### src/hdl/gbte_pkg.sv
`default_nettype none
// ----------------------------------------------------------------------------
// Gap buffer text editor package
// Shared constants, request codes and item types for the gap buffer editor.
// ----------------------------------------------------------------------------
package gbte_pkg;

    localparam int CAPACITY_DEF = 64;
    localparam int REQ_W        = 3;
    localparam int CHAR_W       = 8;
    localparam int AMT_W        = 7;

    localparam logic [REQ_W-1:0] REQ_INSERT = 3'd0;
    localparam logic [REQ_W-1:0] REQ_MOVE   = 3'd1;
    localparam logic [REQ_W-1:0] REQ_DELETE = 3'd2;
    localparam logic [REQ_W-1:0] REQ_NEXT   = 3'd3;
    localparam logic [REQ_W-1:0] REQ_PREV   = 3'd4;
    localparam logic [REQ_W-1:0] REQ_GET    = 3'd5;

    typedef struct packed {
        logic [REQ_W-1:0]  req_type;
        logic [CHAR_W-1:0] char_in;
        logic [AMT_W-1:0]  amount;
        logic              run_end;
    } t_in_item;

    typedef struct packed {
        logic [CHAR_W-1:0] char_out;
        logic              is_empty;
        logic              last_out;
    } t_out_item;

endpackage
`default_nettype wire

### src/hdl/gbte_ram.sv
`default_nettype none
// ----------------------------------------------------------------------------
// Generic RAM
// One write port and one read port; the read data is registered and holds
// its value while no read is issued.
// ----------------------------------------------------------------------------
module gbte_ram #(
    parameter int WIDTH = 8,
    parameter int DEPTH = 64
) (
    input  wire logic                     i_clk,
    input  wire logic                     i_wr_en,
    input  wire logic [$clog2(DEPTH)-1:0] i_wr_addr,
    input  wire logic [WIDTH-1:0]         i_wr_data,
    input  wire logic                     i_rd_en,
    input  wire logic [$clog2(DEPTH)-1:0] i_rd_addr,
    output logic      [WIDTH-1:0]         o_rd_data
);

    logic [WIDTH-1:0] r_mem [DEPTH];
    logic [WIDTH-1:0] r_rd_data;

    always_ff @(posedge i_clk) begin
        if (i_wr_en) begin
            r_mem[i_wr_addr] <= i_wr_data;
        end
        if (i_rd_en) begin
            r_rd_data <= r_mem[i_rd_addr];
        end
    end

    assign o_rd_data = r_rd_data;

endmodule
`default_nettype wire

### src/hdl/gbte_out_stage.sv
`default_nettype none
// ----------------------------------------------------------------------------
// Gap buffer editor output stage
// Holds one result item until the receiver takes it.
// ----------------------------------------------------------------------------
module gbte_out_stage (
    input  wire logic                i_clk,
    input  wire logic                i_rst_n,
    input  wire logic                i_load,
    input  wire gbte_pkg::t_out_item i_item,
    output logic                     o_free,
    output logic                     o_out_valid,
    input  wire logic                i_out_stall,
    output gbte_pkg::t_out_item      o_out_item
);
    import gbte_pkg::*;

    logic      r_valid;
    t_out_item r_item;

    assign o_free      = !r_valid || !i_out_stall;
    assign o_out_valid = r_valid;
    assign o_out_item  = r_item;

    always_ff @(posedge i_clk) begin
        if (i_load) begin
            r_item <= i_item;
        end
        if (!i_rst_n) begin
            r_valid <= 1'b0;
        end else if (i_load) begin
            r_valid <= 1'b1;
        end else if (!i_out_stall) begin
            r_valid <= 1'b0;
        end
    end

endmodule
`default_nettype wire

### src/hdl/gap_buffer_text_editor.sv
`default_nettype none
// ----------------------------------------------------------------------------
// Gap buffer text editor
// A line of text with a cursor, kept as two stacks in one character memory.
// ----------------------------------------------------------------------------
// Requests arrive on the input channel (i_in_valid, o_in_stall, i_in_item).
// Only get produces results, which leave on the output channel (o_out_valid,
// i_out_stall, o_out_item), one item per character and the last one marked,
// or for an empty text a single item marked empty and last. A request is
// taken only while the controller is idle. Every character moved across the
// cursor (closing a run, move, next, prev) is first read from the character
// memory and then written to the other stack. Get reads each character from
// the character memory, then loads it into the output stage, waiting while
// that stage is not free. A request that follows an open insert run first
// pays for closing that run.
// Reset empties the text and the cursor is set to the start; the memory
// itself is not cleared. When the receiver stalls, the output register holds
// its item and a get waits with the next character; other requests can
// still be accepted after the last result has been registered.
// ----------------------------------------------------------------------------
module gap_buffer_text_editor #(
    parameter int CAPACITY = gbte_pkg::CAPACITY_DEF
) (
    input  wire logic               i_clk,
    input  wire logic               i_rst_n,
    input  wire logic               i_in_valid,
    output logic                    o_in_stall,
    input  wire gbte_pkg::t_in_item i_in_item,
    output logic                    o_out_valid,
    input  wire logic               i_out_stall,
    output gbte_pkg::t_out_item     o_out_item
);
    import gbte_pkg::*;

    localparam int CW = $clog2(CAPACITY + 1);
    localparam int AW = $clog2(CAPACITY);
    localparam logic [CW-1:0] CAP_C = CW'(CAPACITY);

    typedef enum logic [2:0] {
        S_IDLE,
        S_DISPATCH,
        S_SH_RD,
        S_SH_WR,
        S_GET_RD,
        S_GET_WR,
        S_GET_EMPTY
    } t_state;

    t_state           r_state, n_state;
    logic [CW-1:0]    r_left, n_left;
    logic [CW-1:0]    r_right, n_right;
    logic [CW-1:0]    r_run, n_run;
    logic [CW-1:0]    r_cnt, n_cnt;
    logic [CW-1:0]    r_k, n_k;
    logic             r_dir, n_dir;
    logic             r_closing, n_closing;
    logic [REQ_W-1:0] r_req, n_req;
    logic [AMT_W-1:0] r_amount, n_amount;

    logic [CW-1:0]     total;
    logic              in_acc;
    logic              ins_ok;
    logic [CW-1:0]     run_new;
    logic [CW-1:0]     close_n;
    logic [CW-1:0]     tgt;
    logic [CW-1:0]     del;
    logic              ram_we;
    logic [AW-1:0]     ram_wr_addr;
    logic [CHAR_W-1:0] ram_wr_data;
    logic              ram_re;
    logic [AW-1:0]     ram_rd_addr;
    logic [CHAR_W-1:0] ram_rd_data;
    logic              out_load;
    logic              out_free;
    t_out_item         out_item;

    assign total      = r_left + r_right;
    assign o_in_stall = (r_state != S_IDLE);
    assign in_acc     = i_in_valid && (r_state == S_IDLE);
    assign ins_ok     = (total != CAP_C);
    assign run_new    = r_run + CW'(ins_ok);
    assign close_n    = (r_run < r_left) ? r_run : r_left;
    assign tgt        = (r_amount > AMT_W'(total)) ? total : CW'(r_amount);
    assign del        = (r_amount > AMT_W'(r_right)) ? r_right : CW'(r_amount);

    always_comb begin
        n_state     = r_state;
        n_left      = r_left;
        n_right     = r_right;
        n_run       = r_run;
        n_cnt       = r_cnt;
        n_k         = r_k;
        n_dir       = r_dir;
        n_closing   = r_closing;
        n_req       = r_req;
        n_amount    = r_amount;
        ram_we      = 1'b0;
        ram_wr_addr = '0;
        ram_wr_data = ram_rd_data;
        ram_re      = 1'b0;
        ram_rd_addr = '0;
        out_load    = 1'b0;
        out_item    = '0;
        case (r_state)
            S_IDLE: begin
                if (in_acc) begin
                    n_req    = i_in_item.req_type;
                    n_amount = i_in_item.amount;
                    if (i_in_item.req_type == REQ_INSERT) begin
                        if (ins_ok) begin
                            ram_we      = 1'b1;
                            ram_wr_addr = AW'(r_left);
                            ram_wr_data = i_in_item.char_in;
                            n_left      = r_left + 1'b1;
                            n_run       = run_new;
                        end
                        if (i_in_item.run_end) begin
                            n_run = '0;
                            if (run_new != '0) begin
                                n_cnt     = run_new;
                                n_dir     = 1'b0;
                                n_closing = 1'b1;
                                n_state   = S_SH_RD;
                            end
                        end
                    end else if (i_in_item.req_type <= REQ_GET) begin
                        n_run = '0;
                        if (close_n != '0) begin
                            n_cnt     = close_n;
                            n_dir     = 1'b0;
                            n_closing = 1'b1;
                            n_state   = S_SH_RD;
                        end else begin
                            n_state = S_DISPATCH;
                        end
                    end
                end
            end
            S_SH_RD: begin
                ram_re      = 1'b1;
                ram_rd_addr = r_dir ? AW'(CAP_C - r_right) : AW'(r_left - 1'b1);
                n_state     = S_SH_WR;
            end
            S_SH_WR: begin
                ram_we = 1'b1;
                if (r_dir) begin
                    ram_wr_addr = AW'(r_left);
                    n_left      = r_left + 1'b1;
                    n_right     = r_right - 1'b1;
                end else begin
                    ram_wr_addr = AW'(CAP_C - r_right - 1'b1);
                    n_left      = r_left - 1'b1;
                    n_right     = r_right + 1'b1;
                end
                n_cnt = r_cnt - 1'b1;
                if (r_cnt == CW'(1)) begin
                    n_closing = 1'b0;
                    n_state   = (r_closing && (r_req != REQ_INSERT)) ? S_DISPATCH : S_IDLE;
                end else begin
                    n_state = S_SH_RD;
                end
            end
            S_DISPATCH: begin
                n_state = S_IDLE;
                case (r_req)
                    REQ_MOVE: begin
                        if (tgt > r_left) begin
                            n_dir   = 1'b1;
                            n_cnt   = tgt - r_left;
                            n_state = S_SH_RD;
                        end else if (tgt < r_left) begin
                            n_dir   = 1'b0;
                            n_cnt   = r_left - tgt;
                            n_state = S_SH_RD;
                        end
                    end
                    REQ_DELETE: begin
                        n_right = r_right - del;
                    end
                    REQ_NEXT: begin
                        if (r_right != '0) begin
                            n_dir   = 1'b1;
                            n_cnt   = CW'(1);
                            n_state = S_SH_RD;
                        end
                    end
                    REQ_PREV: begin
                        if (r_left != '0) begin
                            n_dir   = 1'b0;
                            n_cnt   = CW'(1);
                            n_state = S_SH_RD;
                        end
                    end
                    REQ_GET: begin
                        n_k     = '0;
                        n_state = (total == '0) ? S_GET_EMPTY : S_GET_RD;
                    end
                    default: begin
                        n_state = S_IDLE;
                    end
                endcase
            end
            S_GET_RD: begin
                ram_re      = 1'b1;
                ram_rd_addr = (r_k < r_left) ? AW'(r_k) : AW'(r_k + (CAP_C - total));
                n_state     = S_GET_WR;
            end
            S_GET_WR: begin
                if (out_free) begin
                    out_load          = 1'b1;
                    out_item.char_out = ram_rd_data;
                    out_item.is_empty = 1'b0;
                    out_item.last_out = ((r_k + 1'b1) == total);
                    if ((r_k + 1'b1) == total) begin
                        n_state = S_IDLE;
                    end else begin
                        n_k     = r_k + 1'b1;
                        n_state = S_GET_RD;
                    end
                end
            end
            S_GET_EMPTY: begin
                if (out_free) begin
                    out_load          = 1'b1;
                    out_item.char_out = '0;
                    out_item.is_empty = 1'b1;
                    out_item.last_out = 1'b1;
                    n_state           = S_IDLE;
                end
            end
            default: begin
                n_state = S_IDLE;
            end
        endcase
    end

    always_ff @(posedge i_clk) begin
        r_req    <= n_req;
        r_amount <= n_amount;
        r_cnt    <= n_cnt;
        r_k      <= n_k;
        r_dir    <= n_dir;
        if (!i_rst_n) begin
            r_state   <= S_IDLE;
            r_left    <= '0;
            r_right   <= '0;
            r_run     <= '0;
            r_closing <= 1'b0;
        end else begin
            r_state   <= n_state;
            r_left    <= n_left;
            r_right   <= n_right;
            r_run     <= n_run;
            r_closing <= n_closing;
        end
    end

    gbte_ram #(
        .WIDTH (CHAR_W),
        .DEPTH (CAPACITY)
    ) u_text_ram (
        .i_clk     (i_clk),
        .i_wr_en   (ram_we),
        .i_wr_addr (ram_wr_addr),
        .i_wr_data (ram_wr_data),
        .i_rd_en   (ram_re),
        .i_rd_addr (ram_rd_addr),
        .o_rd_data (ram_rd_data)
    );

    gbte_out_stage u_out_stage (
        .i_clk       (i_clk),
        .i_rst_n     (i_rst_n),
        .i_load      (out_load),
        .i_item      (out_item),
        .o_free      (out_free),
        .o_out_valid (o_out_valid),
        .i_out_stall (i_out_stall),
        .o_out_item  (o_out_item)
    );

`ifndef SYNTHESIS
    a_fill_bound: assert property (@(posedge i_clk) disable iff (!i_rst_n)
        ({1'b0, r_left} + {1'b0, r_right}) <= {1'b0, CAP_C})
        else $error("Text length exceeds the capacity.");

    a_run_left: assert property (@(posedge i_clk) disable iff (!i_rst_n)
        r_run <= r_left)
        else $error("Open insert run is longer than the text left of the cursor.");

    a_unused_code: assert property (@(posedge i_clk) disable iff (!i_rst_n)
        (i_in_valid && !o_in_stall && (i_in_item.req_type > REQ_GET))
        |=> (r_state == S_IDLE) && $stable(r_left) && $stable(r_right))
        else $error("An unused request code changed the text.");
`endif

endmodule
`default_nettype wire
### config.mk
export PLATFORM = sky130hd
export DESIGN_NAME = gap_buffer_text_editor
export DESIGN_NICKNAME = d
export VERILOG_FILES = /design/src/hdl/gbte_pkg.sv /design/src/hdl/gbte_ram.sv /design/src/hdl/gbte_out_stage.sv /design/src/hdl/gap_buffer_text_editor.sv
export SDC_FILE = /design/constraint.sdc
export NUM_CORES = 1
export LEC_CHECK = 0
export BUFFER_PORTS_ARGS = -buffer_cell sky130_fd_sc_hd__buf_2
export CAP_MARGIN = 20
export CORE_ASPECT_RATIO = 1.1
export CORE_MARGIN = 5
export CORE_UTILIZATION = 63
export DETAILED_ROUTE_END_ITERATION = 10
export PLACE_DENSITY = 0.81
export SLEW_MARGIN = 5
export SYNTH_ARGS = -nofsm -noshare
export SYNTH_HDL_FRONTEND = slang
export SYNTH_SLANG_ARGS = --single-unit
### constraint.sdc
create_clock -name i_clk -period 6.7 [get_ports i_clk]
set_input_delay 2.01 -clock i_clk [delete_from_list [all_inputs] [get_ports i_clk]]
set_output_delay 2.01 -clock i_clk [all_outputs]
set_load 0.02 [all_outputs]
; ---- Word level (Yosys, flattened, before mapping)
; Memory sizes are Yosys's and may differ from the RTL's. A register that Yosys moved wholly into a read port is not among the register bits.
; Index checks and enable logic that the tools add are counted.
[totals]
reg_bits = 61
ramBits = 512
input_bits = 23
out_inout_bits = 12
wordCells = 196
mem_count = 1
[classes]
add_sub_neg = 15
magnitude_cmp = 7
n_eq_ne = 33
mux = 95
reduce_logical = 31
[memory_table]
columns = memory, depth, word_bits, read_ports, rd_ports_with_merged_regs, wr, line
row1 = u_text_ram.r_mem, 64, 8, 1, 1, 1, gbte_ram.sv:20  ; logic [WIDTH-1:0] r_mem [DEPTH];
[op_table]
columns = cell, n
row1 = $mux 7, 26
row2 = $pmux 7 s2, 3
row3 = $pmux 7 s3, 2
row4 = $mux 6, 6
row5 = $mux 8, 4
row6 = $mux 1, 28
row7 = $reduce_bool 7->1, 4
row8 = $mux 3, 8
row9 = $pmux 6 s2, 2
row10 = $add 7x1->7 const B, 3
row11 = $gt 7x7->1, 3
row12 = $lt 7x7->1, 3
row13 = $pmux 3 s7, 1
row14 = $sub 7x1->7 const B, 3
row15 = $sub 7x7->7, 3
row16 = $pmux 10 s2, 1
row17 = $reduce_and 10->1, 2
row18 = $mux 2, 8
row19 = $eq 3x3->1 const B, 5
row20 = $eq 3x2->1 const B, 4
row21 = $ne 2x2->1 const B, 6
row22 = $ne 3x3->1 const B, 4
row23 = $pmux 3 s4, 1
row24 = $reduce_and 4->1, 3
row25 = 29 further kinds, 48

; ---- Depth between registers and ports, before layout
[depth]
word_depth = 9
ltp_mapped = 25

; ---- Hierarchy
; A second synthesis with hierarchy kept.
[hier_totals]
cells_unflattened = 1726
area_unflattened_um2 = 26490.4
[modules_own_cells]
columns = module, instances, cells_per_inst, area_per_inst_um2, seq_area_each_um2
row1 = gbte_ram, 1, 972, 20270.7, 15615.0
row2 = gap_buffer_text_editor, 1, 740, 5884.4, 1251.2
row3 = gbte_out_stage, 1, 14, 335.3, 320.3

; ---- Worst setup path after synthesis
; Ideal clock, no wire load.
[synth_timing]
path_kind = register -> register
start = register r_left[0]
end = register r_cnt[6] (data pin)
setup_time_ns = 0.263
arrival_time_ns = 5.719
slack_ns = 0.717
stages_incl_launch_ff = 25
n_path_buf = 0
cell_sequence = dfxtp_1 > ha_1 > fa_1 > inv_1 > ha_1 > nor2b_1 > o21ai_0 > nand2b_1 > a21oi_1 > a41oi_1 > maj3_1 > maj3_1 > maj3_1 > mux2_2 > ha_1 > nor2b_1 > o21ai_0 > a21boi_0 > o21ai_0 > a211oi_1 > nand2_1 > mux2i_1 > a31oi_1 > a221oi_1 > nand2_1
[synth_between]
elab_chain_len = 8
[synth_rtl]
columns = item, line
row1 = "start, declared", gap_buffer_text_editor.sv:50  ; logic [CW-1:0] r_left, n_left;
row2 = "start signal, assigned", gap_buffer_text_editor.sv:251  ; r_left <= n_left;
row3 = $add 7x7->7, gap_buffer_text_editor.sv:77  ; assign total = r_left + r_right;
row4 = $gt 7x7->1 or $ne 7x7->1 (tied branches), "gap_buffer_text_editor.sv:83, gap_buffer_text_editor.sv:80"
row5 = $mux 7 or $add 7x1->7 (tied branches), "gap_buffer_text_editor.sv:83, gap_buffer_text_editor.sv:81"
row6 = $sub 7x7->7 or $mux 7 (tied branches), "gap_buffer_text_editor.sv:173, gap_buffer_text_editor.sv:119"
row7 = $mux 7 (on tied branches), "gap_buffer_text_editor.sv:171, gap_buffer_text_editor.sv:117"
row8 = $mux 7 (on tied branches), "gap_buffer_text_editor.sv:167, gap_buffer_text_editor.sv:109"
row9 = $pmux 7 s3 or $mux 7 (tied branches), "gap_buffer_text_editor.sv:165, gap_buffer_text_editor.sv:106"
row10 = $pmux 7 s3 *, gap_buffer_text_editor.sv:104  ; case (r_state)
row11 = named net n_cnt[6], gap_buffer_text_editor.sv:53  ; logic [CW-1:0] r_cnt, n_cnt;
row12 = "end signal, assigned", gap_buffer_text_editor.sv:240  ; r_cnt <= n_cnt;
row13 = "end, declared", gap_buffer_text_editor.sv:53
; Mark *: on every way through the listed nets, which the timed path passes. The rest lies on a longest branch. The select of a mux whose other input is x is not followed.
; A chain may end at the register's enable or synchronous reset.

; ---- Worst setup path in the final report
[layout_timing]
start = register r_left[0]
end = register r_cnt[2], enable pin
[layout_between]
elab_chain_len = 6
[layout_rtl]
columns = item, line
row1 = $add 7x7->7, gap_buffer_text_editor.sv:77
row2 = $gt 7x7->1 or $ne 7x7->1 (tied branches), "gap_buffer_text_editor.sv:83, gap_buffer_text_editor.sv:80"
row3 = $mux 7 or $add 7x1->7 (tied branches), "gap_buffer_text_editor.sv:83, gap_buffer_text_editor.sv:81"
row4 = "$gt 7x7->1, or another cell as far along", gap_buffer_text_editor.sv:167  ; if (tgt > r_left) begin
row5 = $ne 4x4->1 (no source line) or $ne 3x2->1 (tied branches), -
row6 = $reduce_and 10->1 (no source line) *, -
; Mark *: on every way between the ends. The rest lies on a longest branch, timed or not.

==> implementation parameters <==
Parameter                              Value

Setup path
  Slowest library cell on the worst path ... sky130_fd_sc_hd__fa_1
  Endpoint type of the worst setup path ... flop
  Kind of start point of the critical path ... flop
  Worst r2r dst ... r_cnt[2]
  Critical Path End ... r_cnt[2]
  Crit path from ... r_left[0]
  Register-to-Register Setup Slack ... 0.46 ns
  Worst EP arrival ... 6.58 ns
  Critical register-to-register path startpoint ... r_left[0]
  Category of the most critical setup path ... flop to flop
  Number of cells on the worst reg-to-reg path ... 25
  Delay of the slowest cell on the worst path ... ~0.59 ns
  Critical path data required time ... 7.03 ns
  Maximum fanout along the worst path ... 10

STA
  Unrepaired setup endpoints after global routing ... false
  Final cycle utilization of the critical path ... 93.2%
  Layout Skew ... between 0.03 and 0.04 ns
  Transition time at the pin with the least slew margin ... 1.08 ns
  Fin. Hold Viols ... 0
  Count of final max-slew check failures ... 0
  WHS ... 0.492 ns
  TNS Setup ... 0 ns
  Max frequency ... 160 MHz
  Max-Slew Margin vs Limit ... 28.0%
  Minimum period implied by the final worst setup slack ... between 6 and 7 ns
  Final Setup Violations ... 0

Clock network
  Number of buffers created by CTS ... 57
  Total clock sinks ... 581
  Number of buffers inserted for hold repair after clock tree synthesis ... 0
  Source-to-sink clock delay at the later pin of the worst-skew pair ... 0.64 ns
  # resized after CTS ... 0
  Clock transition time at the flip-flop clock pins of the worst setup and hold paths ... 0.07 ns
  Clock tree root buffer cell ... sky130_fd_sc_hd__clkbuf_16
  Post-CTS Setup Repair Bufs ... 0
  CTS H-tree depth ... 2
  Clock tree from TritonCTS ... done
  Maximum count of clock buffers along a single path ... 3

Global route
  Sum of overflow across all layers after global routing ... 0
  Pin count of the biggest net entering global routing ... 86
  Global-route wire length before repair ... 106 mm
  Via count of the first global-routing pass ... approximately 18,000
  Antenna violations before repair ... 1
  Total routing resource utilization after global routing ... 29.9%

Power and ir drop
  Power per unit of standard cell area ... 373 mW/mm^2
  Maximum ir drop on the vdd rail ... 0.243 mV
  Part of the power in registers ... 41.3%
  Switching power ... 3.66 mW
  Power Internal ... 7.31 mW
  Portion of total power attributed to the clock network ... 29.8%
  Relative contribution of combinational cells to total power ... between 20 and 30%
  Total design power ... about 11 mW
  Net Sw Frac ... approximately 33%
  Leakage power figure ... 10.6 nW

Final layout
  Ratio of cells with drive above 1 in the final layout ... 10.2%
  Syn-to-layout area delta ... 11.4%
  Post-layout instance area ... slightly below 0.03 sq mm
  Total number of nets in the final design ... 2,290
  Most common library cell in the layout ignoring fill and taps ... sky130_fd_sc_hd__edfxtp_1
  Fillers ... 2,740
  Commonest non-fill, non-tap cells in the layout ... sky130_fd_sc_hd__edfxtp_1 (555), sky130_fd_sc_hd__nand2_1 (385), sky130_fd_sc_hd__a21oi_1 (137), sky130_fd_sc_hd__nor2_1 (127), sky130_fd_sc_hd__mux2i_1 (76)

Placed design
  Last weighted congestion value of the routability-driven placer ... slightly below 1
  Dpl hpwl ... ~46 mm
  Number of I/O port buffers ... 34
  Post-Place Cell Area ... 0.0275 sq mm

Drt
  Average wire length per cell after detail routing ... 24.7 microns
  First-pass detailed-route iteration total ... 6
  Vias per Instance ... between 6 and 7
  DRC violation total after the first TritonRoute iteration ... 2,501
  Count of vias placed by the detailed router ... 18,500
  Residual antenna-violating net count after detailed routing ... 0
  DRT Wirelength ... 69.5 mm
  Final routed DRC violation total ... 0

Yosys
  Share of the yosys chip area belonging to registers ... 65.0%
  Top cells by area in the synthesized netlist ... sky130_fd_sc_hd__edfxtp_1 (63%), sky130_fd_sc_hd__nand2_1 (5.5%), sky130_fd_sc_hd__mux2i_1 (2.9%), sky130_fd_sc_hd__ha_1 (2.8%), sky130_fd_sc_hd__a21oi_1 (2.6%)
  Count of flip-flops with a built-in enable after synthesis ... 555
  Average cell area after synthesis ... 12.3 sq um
  Synth cell types ... 74
  Mapped Area ... approximately 0.026 sq mm
  Library cell occupying the most area in the post-synthesis netlist ... sky130_fd_sc_hd__edfxtp_1
  Cells after synthesis ... 2,152
  Primary flip-flop cell chosen by synthesis mapping ... sky130_fd_sc_hd__edfxtp_1
  Synth warnings ... 0
  Net count after synthesis ... 2,240
  Share of the synthesized area in the top cell type ... 63.1%
  Asr flop ratio synth ... 0%
  Synthesis-stage register bit count ... 581

Job
  Max Cap Viol ... 0

Die
  Die Outline Area ... 0.0461 sq mm
  Core area ... ~0.041 sq mm
  Num rows ... 78
  DIE WIDTH ... 205 microns
  Die extent in y ... 225 microns
  IO Pins ... 35
  Initial cell density of the core ... roughly 64%

Outcome
  Run status ... finished, final reports clean

Hold path
  Class of the worst hold path ... flop to flop
-- synthesized netlist by cell type, drive strengths merged (12+ instances only) --
cell and n:
clkbuf 87, xor2 18, a31oi 29, nand2 385, a21o 15, o22ai 21
a21oi 138, mux2 14, inv 41, buf 30, nand2b 12, nand3 74
a221oi 34, xnor2 32, or3 14, dfxtp 26, mux2i 76, edfxtp 555
a22oi 27, and3 14, o21ai 50, and2 26, a32oi 43, a21boi 12
nor2 134, o211ai 14, ha 60, nor2b 18, nor3 34
-- metal layers --
metal  vias up  share of wire (%)  global-route usage (%)  wire length (microns)
met3       178                 11                    5.39                   7300
li1       8172                  -                       -                      -
met5         -                  0                       0                      0
met2      1208                 48                    48.5                  33400
met1      8937                 37                    41.0                  26000
met4         0                4.0                    11.3                   2810
-- power groups by stage --
stage / sequential [mW] / combinational, mW / clock (mW)
final: 4.54 / 3.16 / 3.27
after global routing: 4.54 / 3.39 / 3.45
after CTS: 4.54 / 3.07 / 3.29
after detailed placement: 4.61 / 3.05 / 0
after global placement: 4.60 / 2.96 / 0
after floorplan: 4.54 / 2.01 / 0
-- critical path, delay by kind of cell (launching register included) --
family / cells / cell delay, ns
AOI/OAI and AO/OA: 10 / 1.67
and+or+nand+nor: 4 / 0.46
buffers and inverters: 3 / 0.46
muxes: 1 / 0.37
adders and majority gates: 7 / 2.66
DFF: 1 / 0.32
-- layout make-up --
cell class	count	area [sq um]	share of cell area (%)
timing repair buffer	108	803	2.73
tap	560	701	2.38
multi-input combinational	1413	8670	29.5
clock inverter	41	457	1.55
inverter	41	154	0.523
clock buffer	65	1460	4.95
sequential	581	17200	58.4
antenna	1	2.50	0.00850
-- flip-flops by register name, indices dropped and copies added, names as in the netlist --
signal	flops
u_text_ram.r_mem	512
u_out_stage.o_out_item	10
u_text_ram.o_rd_data	8
r_amount	7
r_cnt	7
r_k	7
r_left	7
r_right	7
r_run	7
r_req	3
r_state	3
r_closing	1
r_dir	1
u_out_stage.o_out_valid	1
-- how the worst min path moves through the flow --
| stage | startpoint | endpoint | slack, ns | cells past startpoint |
|---|---|---|---|---|
| 6_report | r_closing | r_closing | 0.49 | 2 |
| 4_1_cts | r_closing | r_closing | 0.49 | 2 |
| 2_1_floorplan | r_closing | r_closing | 0.45 | 2 |
| 3_3_place_gp | r_closing | r_closing | 0.46 | 2 |
| 5_1_grt | r_closing | r_closing | 0.54 | 2 |
| 3_5_place_dp | r_closing | r_closing | 0.48 | 2 |
-- logic make-up after synthesis --
group / count (synthesis) / synth area share [%]
mux: 90 / 3.48
compound gates: 442 / 11.2
xor+xnor: 51 / 1.74
buf+inv: 158 / 2.32
simple gates: 762 / 12.9
flops: 581 / 65.0
fa+ha+maj: 68 / 3.33
-- stage by stage --
| stage | setup slack [ns] | std cells | utilization, % |
|---|---|---|---|
| after floorplan | 0.717 | 2152 | - |
| after global placement | 0.598 | 2700 | 66.3 |
| after detailed placement | 0.542 | 2701 | 66.4 |
| after CTS | 0.519 | 2807 | 71.0 |
| after global routing | 0.0900 | 2809 | 71.1 |
| final | 0.458 | 2810 | 71.1 |
Power figures use the tool's default switching activity.
